[config.mk]
export PLATFORM = sky130hd
export DESIGN_NAME = argb_blend_unit
export DESIGN_NICKNAME = d
export VERILOG_FILES = /design/src/design/abu_pkg.sv /design/src/design/argb_blend_unit.sv
export SDC_FILE = /design/constraint.sdc
export NUM_CORES = 2
export LEC_CHECK = 0
export BUFFER_PORTS_ARGS = -buffer_cell sky130_fd_sc_hd__buf_2
export CORE_MARGIN = 2
export CORE_UTILIZATION = 71
export DETAILED_ROUTE_END_ITERATION = 10
export PLACE_DENSITY = 0.95
export SYNTH_ARGS = -nofsm -noshare
export SYNTH_HDL_FRONTEND = slang
export SYNTH_SLANG_ARGS = --single-unit
[constraint.sdc]
create_clock -name clk_i -period 11.33 [get_ports clk_i]
set_input_delay 0.5665 -clock clk_i [delete_from_list [all_inputs] [get_ports clk_i]]
set_output_delay 0.5665 -clock clk_i [all_outputs]
set_load 0.02 [all_outputs]
[src/design/abu_pkg.sv]
// shared constants, codes and the factor helper for the argb blend unit
package abu_pkg;

  localparam int unsigned ChW     = 8;
  localparam int unsigned NumCh   = 4;
  localparam int unsigned PixW    = ChW * NumCh;
  localparam int unsigned FacW    = ChW + 1;
  localparam int unsigned ProdW   = 16;
  localparam int unsigned SumW    = 18;
  localparam int unsigned SelW    = 3;
  localparam int unsigned OpW     = 2;
  localparam int unsigned CfgIdxW = 2;
  localparam int unsigned CfgW    = 3;
  localparam int unsigned AlphaCh = 3;

  localparam logic [ChW-1:0]  ChMax   = 8'hff;
  localparam logic [SumW-1:0] RoundBias = 18'd127;

  // factor select codes
  localparam logic [SelW-1:0] FAC_ZERO     = 3'd0;
  localparam logic [SelW-1:0] FAC_ONE      = 3'd1;
  localparam logic [SelW-1:0] FAC_SRC_A    = 3'd2;
  localparam logic [SelW-1:0] FAC_INV_SRCA = 3'd3;
  localparam logic [SelW-1:0] FAC_SRC_C    = 3'd4;
  localparam logic [SelW-1:0] FAC_INV_SRCC = 3'd5;
  localparam logic [SelW-1:0] FAC_DST_C    = 3'd6;
  localparam logic [SelW-1:0] FAC_INV_DSTC = 3'd7;

  // blend op codes, anything else is reverse subtract
  localparam logic [OpW-1:0] OP_ADD  = 2'd0;
  localparam logic [OpW-1:0] OP_SUB  = 2'd1;
  localparam logic [OpW-1:0] OP_RSUB = 2'd2;

  // register indexes
  localparam logic [CfgIdxW-1:0] REG_SRC_FACTOR = 2'd0;
  localparam logic [CfgIdxW-1:0] REG_DST_FACTOR = 2'd1;
  localparam logic [CfgIdxW-1:0] REG_BLEND_OP   = 2'd2;

  // pick an 8-bit factor and stretch it to 0..256
  function automatic logic [FacW-1:0] factor_scale(input logic [SelW-1:0] sel,
                                                   input logic [ChW-1:0]  src_a,
                                                   input logic [ChW-1:0]  src_c,
                                                   input logic [ChW-1:0]  dst_c);
    logic [ChW-1:0] f;
    case (sel)
      FAC_ZERO:     f = '0;
      FAC_ONE:      f = ChMax;
      FAC_SRC_A:    f = src_a;
      FAC_INV_SRCA: f = ChMax - src_a;
      FAC_SRC_C:    f = src_c;
      FAC_INV_SRCC: f = ChMax - src_c;
      FAC_DST_C:    f = dst_c;
      default:      f = ChMax - dst_c;
    endcase
    return {1'b0, f} + {{(FacW-1){1'b0}}, f[ChW-1]};
  endfunction

endpackage

[src/design/argb_blend_unit.sv]
// argb blend unit: per-channel factor select, multiply, combine, round and clamp
// throughput: one pixel per cycle when nothing stalls; stage 1 selects factors,
// stage 2 multiplies, stage 3 adds or subtracts, rounds and clamps into the
// output register; each stage holds its item while the next is full,
// so a stall loses nothing
// reset clears all stage valid bits and sets src factor one, dst factor zero, op add
module argb_blend_unit import abu_pkg::*; (
  input  logic                 clk_i,
  input  logic                 rst_ni,
  input  logic                 cfg_we_i,
  input  logic [CfgIdxW-1:0]   cfg_idx_i,
  input  logic [CfgW-1:0]      cfg_data_i,
  input  logic                 s_axis_tvalid,
  output logic                 s_axis_tready,
  input  logic [2*PixW-1:0]    s_axis_tdata,  // frag_color [31:0], dest_color [63:32]
  output logic                 m_axis_tvalid,
  input  logic                 m_axis_tready,
  output logic [PixW-1:0]      m_axis_tdata   // blended_color [31:0]
);

  logic [SelW-1:0] src_sel_q, dst_sel_q;
  logic [OpW-1:0]  op_q;

  always_ff @(posedge clk_i or negedge rst_ni) begin
    if (!rst_ni) begin
      src_sel_q <= FAC_ONE;
      dst_sel_q <= FAC_ZERO;
      op_q      <= OP_ADD;
    end else if (cfg_we_i) begin
      case (cfg_idx_i)
        REG_SRC_FACTOR: src_sel_q <= cfg_data_i;
        REG_DST_FACTOR: dst_sel_q <= cfg_data_i;
        REG_BLEND_OP:   op_q      <= cfg_data_i[OpW-1:0];
        default: ;
      endcase
    end
  end

  logic [PixW-1:0] frag, dest;
  assign frag = s_axis_tdata[PixW-1:0];
  assign dest = s_axis_tdata[2*PixW-1:PixW];

  logic v1_q, v2_q, v3_q;
  logic rdy1, rdy2, rdy3;

  assign rdy3          = !v3_q || m_axis_tready;
  assign rdy2          = !v2_q || rdy3;
  assign rdy1          = !v1_q || rdy2;
  assign s_axis_tready = rdy1;

  always_ff @(posedge clk_i or negedge rst_ni) begin
    if (!rst_ni) begin
      v1_q <= 1'b0;
      v2_q <= 1'b0;
      v3_q <= 1'b0;
    end else begin
      if (rdy1) v1_q <= s_axis_tvalid;
      if (rdy2) v2_q <= v1_q;
      if (rdy3) v3_q <= v2_q;
    end
  end

  // stage 1: factors and channels
  logic [FacW-1:0] sf_d [NumCh], df_d [NumCh];
  logic [FacW-1:0] sf_q [NumCh], df_q [NumCh];
  logic [ChW-1:0]  sc_q [NumCh], dc_q [NumCh];

  always_comb begin
    for (int k = 0; k < NumCh; k++) begin
      sf_d[k] = factor_scale(src_sel_q, frag[AlphaCh*ChW +: ChW], frag[k*ChW +: ChW],
                             dest[k*ChW +: ChW]);
      df_d[k] = factor_scale(dst_sel_q, frag[AlphaCh*ChW +: ChW], frag[k*ChW +: ChW],
                             dest[k*ChW +: ChW]);
    end
  end

  always_ff @(posedge clk_i) begin
    if (rdy1 && s_axis_tvalid) begin
      for (int k = 0; k < NumCh; k++) begin
        sf_q[k] <= sf_d[k];
        df_q[k] <= df_d[k];
        sc_q[k] <= frag[k*ChW +: ChW];
        dc_q[k] <= dest[k*ChW +: ChW];
      end
    end
  end

  // stage 2: products, at most 256 * 255 so 16 bits hold them
  logic [ProdW-1:0] sp_q [NumCh], dp_q [NumCh];
  logic [FacW+ChW-1:0] sp_d [NumCh], dp_d [NumCh];

  always_comb begin
    for (int k = 0; k < NumCh; k++) begin
      sp_d[k] = sf_q[k] * sc_q[k];
      dp_d[k] = df_q[k] * dc_q[k];
    end
  end

  always_ff @(posedge clk_i) begin
    if (rdy2 && v1_q) begin
      for (int k = 0; k < NumCh; k++) begin
        sp_q[k] <= sp_d[k][ProdW-1:0];
        dp_q[k] <= dp_d[k][ProdW-1:0];
      end
    end
  end

  // stage 3: combine, round to nearest with ties down, clamp
  logic [SumW-1:0] sum_d [NumCh];
  logic [PixW-1:0] res_d, res_q;

  always_comb begin
    for (int k = 0; k < NumCh; k++) begin
      case (op_q)
        OP_ADD:  sum_d[k] = {2'b00, sp_q[k]} + {2'b00, dp_q[k]};
        OP_SUB:  sum_d[k] = {2'b00, sp_q[k]} - {2'b00, dp_q[k]};
        default: sum_d[k] = {2'b00, dp_q[k]} - {2'b00, sp_q[k]};
      endcase
      sum_d[k] = sum_d[k] + RoundBias;
      if (sum_d[k][SumW-1])      res_d[k*ChW +: ChW] = '0;
      else if (sum_d[k][SumW-2]) res_d[k*ChW +: ChW] = ChMax;
      else                       res_d[k*ChW +: ChW] = sum_d[k][ProdW-1:ChW];
    end
  end

  always_ff @(posedge clk_i) begin
    if (rdy3 && v2_q) res_q <= res_d;
  end

  assign m_axis_tvalid = v3_q;
  assign m_axis_tdata  = res_q;

endmodule

# ---- Word-level counts from Yosys, hierarchy flattened
# Memories as Yosys holds them, arrays and structs flattened.
# Index checks and enable logic that the tools add are counted.
dict set report totals {
  reg_bits 43
  mem_bits_rw 264
  input_bits 74
  output_inout_bits 34
  memories 6
}
dict set report op_classes {
  add_sub_neg 32
  mul 8
  n_eq_ne 15
  mux 20
  n_reduce_logical 20
}
# name words word_bits read_ports rd_clocked_by_memory_dff wr line_no
set memory_table {}
lappend memory_table {dp_q 4 16 4 0 4 argb_blend_unit.sv:89} ;# logic [ProdW-1:0] sp_q [NumCh], dp_q [NumCh];
lappend memory_table {sp_q 4 16 4 0 4 argb_blend_unit.sv:89}
lappend memory_table {df_q 4 9 4 0 4 argb_blend_unit.sv:65} ;# logic [FacW-1:0] sf_q [NumCh], df_q [NumCh];
lappend memory_table {sf_q 4 9 4 0 4 argb_blend_unit.sv:65}
lappend memory_table {dc_q 4 8 4 0 4 argb_blend_unit.sv:66} ;# logic [ChW-1:0] sc_q [NumCh], dc_q [NumCh];
lappend memory_table {sc_q 4 8 4 0 4 argb_blend_unit.sv:66}
# cell count
set op_table {}
lappend op_table {{$pmux 8 s7} 6}
lappend op_table {{$pmux 18 s2} 4}
lappend op_table {{$sub 16x16->17} 8}
lappend op_table {{$mul 9x8->16} 8}
lappend op_table {{$pmux 8 s5} 2}
lappend op_table {{$add 18x7->18 const B} 4}
lappend op_table {{$add 8x1->9} 8}
lappend op_table {{$add 16x16->17} 4}
lappend op_table {{$sub 8x8->8 const A} 8}
lappend op_table {{$mux 8} 4}
lappend op_table {{$eq 3x3->1 const B} 6}
lappend op_table {{$eq 3x2->1 const B} 4}
lappend op_table {{$reduce_or 2->1} 4}
lappend op_table {{$eq 3x1->1 const B} 2}
lappend op_table {{$logic_not 3->1} 2}
lappend op_table {{$reduce_and 2->1} 3}
lappend op_table {{$eq 2x1->1 const B} 2}
lappend op_table {{$logic_not 2->1} 2}
lappend op_table {{$mux 1} 4}
lappend op_table {{$logic_and 1x1->1} 3}
lappend op_table {{$logic_not 1->1} 3}
lappend op_table {{$logic_or 1x1->1} 3}
lappend op_table {{$eq 2x2->1 const B} 1}

# ---- Depth between registers and ports, before layout
dict set report depth {
  word_depth 7
  ltp_mapped 21
  ltp_nobuf 21
}

# ---- Worst setup path after synthesis
# Ideal clock, no wire load.
dict set report synth_timing {
  path_kind {reg-to-reg}
  from {memory sf_q[2][3] (netlist bit)}
  to {memory sp_q[2][14], data pin}
  arrival_time_ps 4302
  setup_slack_ps 6760
  stages_incl_launch_ff 19
  n_path_buf 0
  period_less_slack_ps 4570
  cell_sequence {edfxtp_1 > and2_1 > fa_1 > fa_1 > inv_1 > fa_1 > fa_1 > inv_1 > ha_1 > inv_1 > o21ai_0 > a21oi_1 > o21ai_0 > a21oi_1 > nor2b_1 > o21a_1 > or4_1 > o311ai_0 > xnor2_1}
}
# element line_no
set synth_rtl {}
lappend synth_rtl {{start, declared} argb_blend_unit.sv:65}
lappend synth_rtl {{end, declared} argb_blend_unit.sv:89}

==> results.toml <==
[outcome]
status = "finished, final reports clean"

[critical_path]
worstPathArrival_ns = 5.57
cp_max_fo = 9
crit_type = "reg -> reg"
crit_chain = "and2_1 > fa_1 > fa_1 > inv_1 > fa_1 > fa_1 > inv_1 > ha_1 > o21ai_0 > a21boi_0 > o21ai_0 > a21boi_0 > o21ai_0 > nand2b_1 > a21o_1 > nand2_1 > a21oi_1 > xnor2_1"
crit_path_frequent_cell = "fa_1"
end_kind = "flop"
slowest_stage = "edfxtp_1"
critical_path_required_ns = 11.66
slowest_delay_ns = 0.56
cp-start-kind = "flop"

[drt]
post-route-drc-count = 0
vias = 32000
wl_per_cell_um = 20.5
drt_iter0_drc = 3003
wirelength_um = 106000
vias_per_cell = 6.20
first_pass_iters = 6
antenna_left = 0

[die]
dieArea_mm2 = 0.0584
core_area_mm2 = 0.0561
die_y_um = 242
row_count = 87
die_x_um = 242
initial_core_util_pct = 71.5
io_pins = 108

[synth]
ys_seq_area_share_pct = 22.9
postSynthAreaPerCell_um2 = 9.34
syn_inst = 4292
synth-main-ff-cell = "edfxtp_1"
synth_top_area_cell = "edfxtp_1"
ys_ff_latch = 307
synth_cell_type_count = 102
ys_warn_count = 0
yosys.area.top_type_share_pct = 22.2
syn_nets = 5194
synth_edf_count = 296
synthArstFlopShare_pct = 3.58
yosys-top-cells-area = "edfxtp_1 (22%), fa_1 (17%), ha_1 (15%), and2_1 (7.5%), inv_1 (6.6%)"
netlist_area_mm2 = 0.0401
yosysMostFrequentCell = "inv_1"
synthTopCellsByCount = "inv_1 (703), ha_1 (488), and2_1 (478)"

[clocking]
clk_pin_slew_worst_paths_ns = 0.07
cts_tree = "built"
cts_buffers = 38
cts_num_sinks = 307
clk_latency_ns = 0.59
cts-root-buf = "clkbuf_16"
cts_resized = 0
h-tree-depth = 2
cts_buffer_depth = 3

[grt]
grt_usage_pct = 36.3
grt_overflow = 0
grt_pass1_wl_um = 169000
antenna_found_initial = 12
grt_start_max_net_pins = 77
grt_pass1_vias = 33400

[sta]
hold_violations = 0
worst_slew_pin_slew_ns = 1.05
slew_viol_final = 0
skew_ns = 0.0157
finalSetupTns_ns = 0
rsz0062_at_grt = "no"
period_share_pct = 46.3
fmax_mhz = 191
relSlewSlack_pct = 29.9
fin_crit_ns = 5.24
finalSetupViolCount = 0

[layout]
multi_input_area_mm2 = 0.0279
fillCellCount = 3479
drive_gt1_share_pct = 7.06
syn_to_final_growth_pct = 6.06
fin_nets = 5264
seqCellArea_mm2 = 0.00917

[placed_design]
port_buffers = 107
gp_routability_congestion = 0.969
place_hpwl_um = 79900

[hold_path]
hold_class = "in -> reg"

[flow_run]
maxCapViolations = 0
flip-flops by register name (all words and copies together) (netlist names):
register	cells
v1_q	1
v2_q	1
sp_q	64
dp_q	64
sf_q	36
dst_sel_q	3
op_q	2
m_axis_tvalid	1
sc_q	32
df_q	36
src_sel_q	3
dc_q	32
m_axis_tdata	32
final cells by class:
type	instances	area share, %
Sequential cell	307	21.6
Timing Repair Buffer	122	1.53
Inverter	707	6.24
Antenna cell	8	0.0471
Tap cell	756	2.22
Clock inverter	23	0.488
Multi-Input combinational cell	3186	65.5
Clock buffer	44	2.36
placed cells by master, fill, tap and decap left out, types with 10 or more instances in the layout:
master	netlist	layout
inv_1	703	703
ha_1	488	488
and2_1	478	475
fa_1	340	340
edfxtp_1	296	296
a21oi_1	265	265
nand2_1	251	251
xnor2_1	241	241
nor2_1	196	196
o21ai_0	136	136
buf_2	27	107
mux2_2	74	74
a21o_1	59	59
nor3_1	55	55
nor2b_1	53	52
xor2_1	52	52
nand3_1	43	43
nand2b_1	39	39
clkbuf_16	0	39
o21a_1	29	29
a21boi_0	26	26
and3_1	24	24
a211oi_1	22	22
o21bai_1	21	21
o31ai_1	17	17
or3_1	16	16
o211ai_1	15	15
buf_4	6	14
nor4_1	13	13
nand4_1	12	12
a31oi_1	12	12
a2111oi_0	11	11
clkinv_2	0	11
or2_2	10	10
or4_1	10	10
mux2i_1	10	10
critical path, delay by kind of cell (launching register included):
kind,cells,cell delay (ns)
fa+ha+maj,5,2.25
compound gates,7,1.45
flops,1,0.56
simple gates,3,0.51
buf+inv,2,0.11
xor+xnor,1,0.11
routing by layer:
layer | global-route usage, % | share of wire [%]
met3 | 8.82 | 9.4
met2 | 60.6 | 47
met4 | 23.2 | 7.1
met1 | 41.9 | 36
met5 | 1.23 | 0.17
kinds of logic (layout without fill, tap and decap cells):
logic type / count (synthesis) / count (layout) / share of synthesized area (%)
and+or+nand+nor: 1231 / 1231 / 16.5
adders and majority gates: 828 / 828 / 32.2
buffers and inverters: 799 / 896 / 7.64
AOI/OAI and AO/OA: 750 / 750 / 12.1
DFF: 307 / 307 / 22.9
xor gates and xnor gates: 293 / 293 / 6.40
muxes: 84 / 84 / 2.33
other: 0 / 8 / 0
per-stage QoR:
stage | instance area [um^2] | hold slack [ns] | utilization (%) | std cells | worst slack, ns
finish | 42500 | 0.181 | 75.9 | 5153 | 6.09
global route | 42500 | 0.189 | 75.8 | 5146 | 5.88
CTS | 42500 | 0.168 | 75.8 | 5145 | 6.19
detailed placement | 41300 | 0.466 | 73.6 | 5077 | 6.36
global placement | 41300 | 0.453 | 73.6 | 5077 | 6.58
floorplan | 40100 | 0.271 | - | 4292 | 6.76
path summary, 6_finish.rpt:
check | start | to | slack, ns | cells after the start
worst max-delay path | sc_q[3][3] | sp_q[3][15] | 6.09 | 18
worst min-delay path | s_axis_tdata[47] | dc_q[1][7] | 0.18 | 1
worst max register to register | sc_q[3][3] | sp_q[3][15] | 6.09 | 18
worst min register to register | v1_q | v2_q | 0.53 | 1
max in group asynchronous | rst_ni | src_sel_q[0] | 10.63 | 2
min in group asynchronous | rst_ni | op_q[1] | 0.41 | 2
repair_timing:
item                                   in CTS  in global routing
endpoints found under the hold margin      10                  0
hold buffers                                1                  0
setup buffers                               0                  0
Power is left out: the tool's default activity adds up to more than one toggle a clock period on the data nets, which glitch-free logic cannot reach.
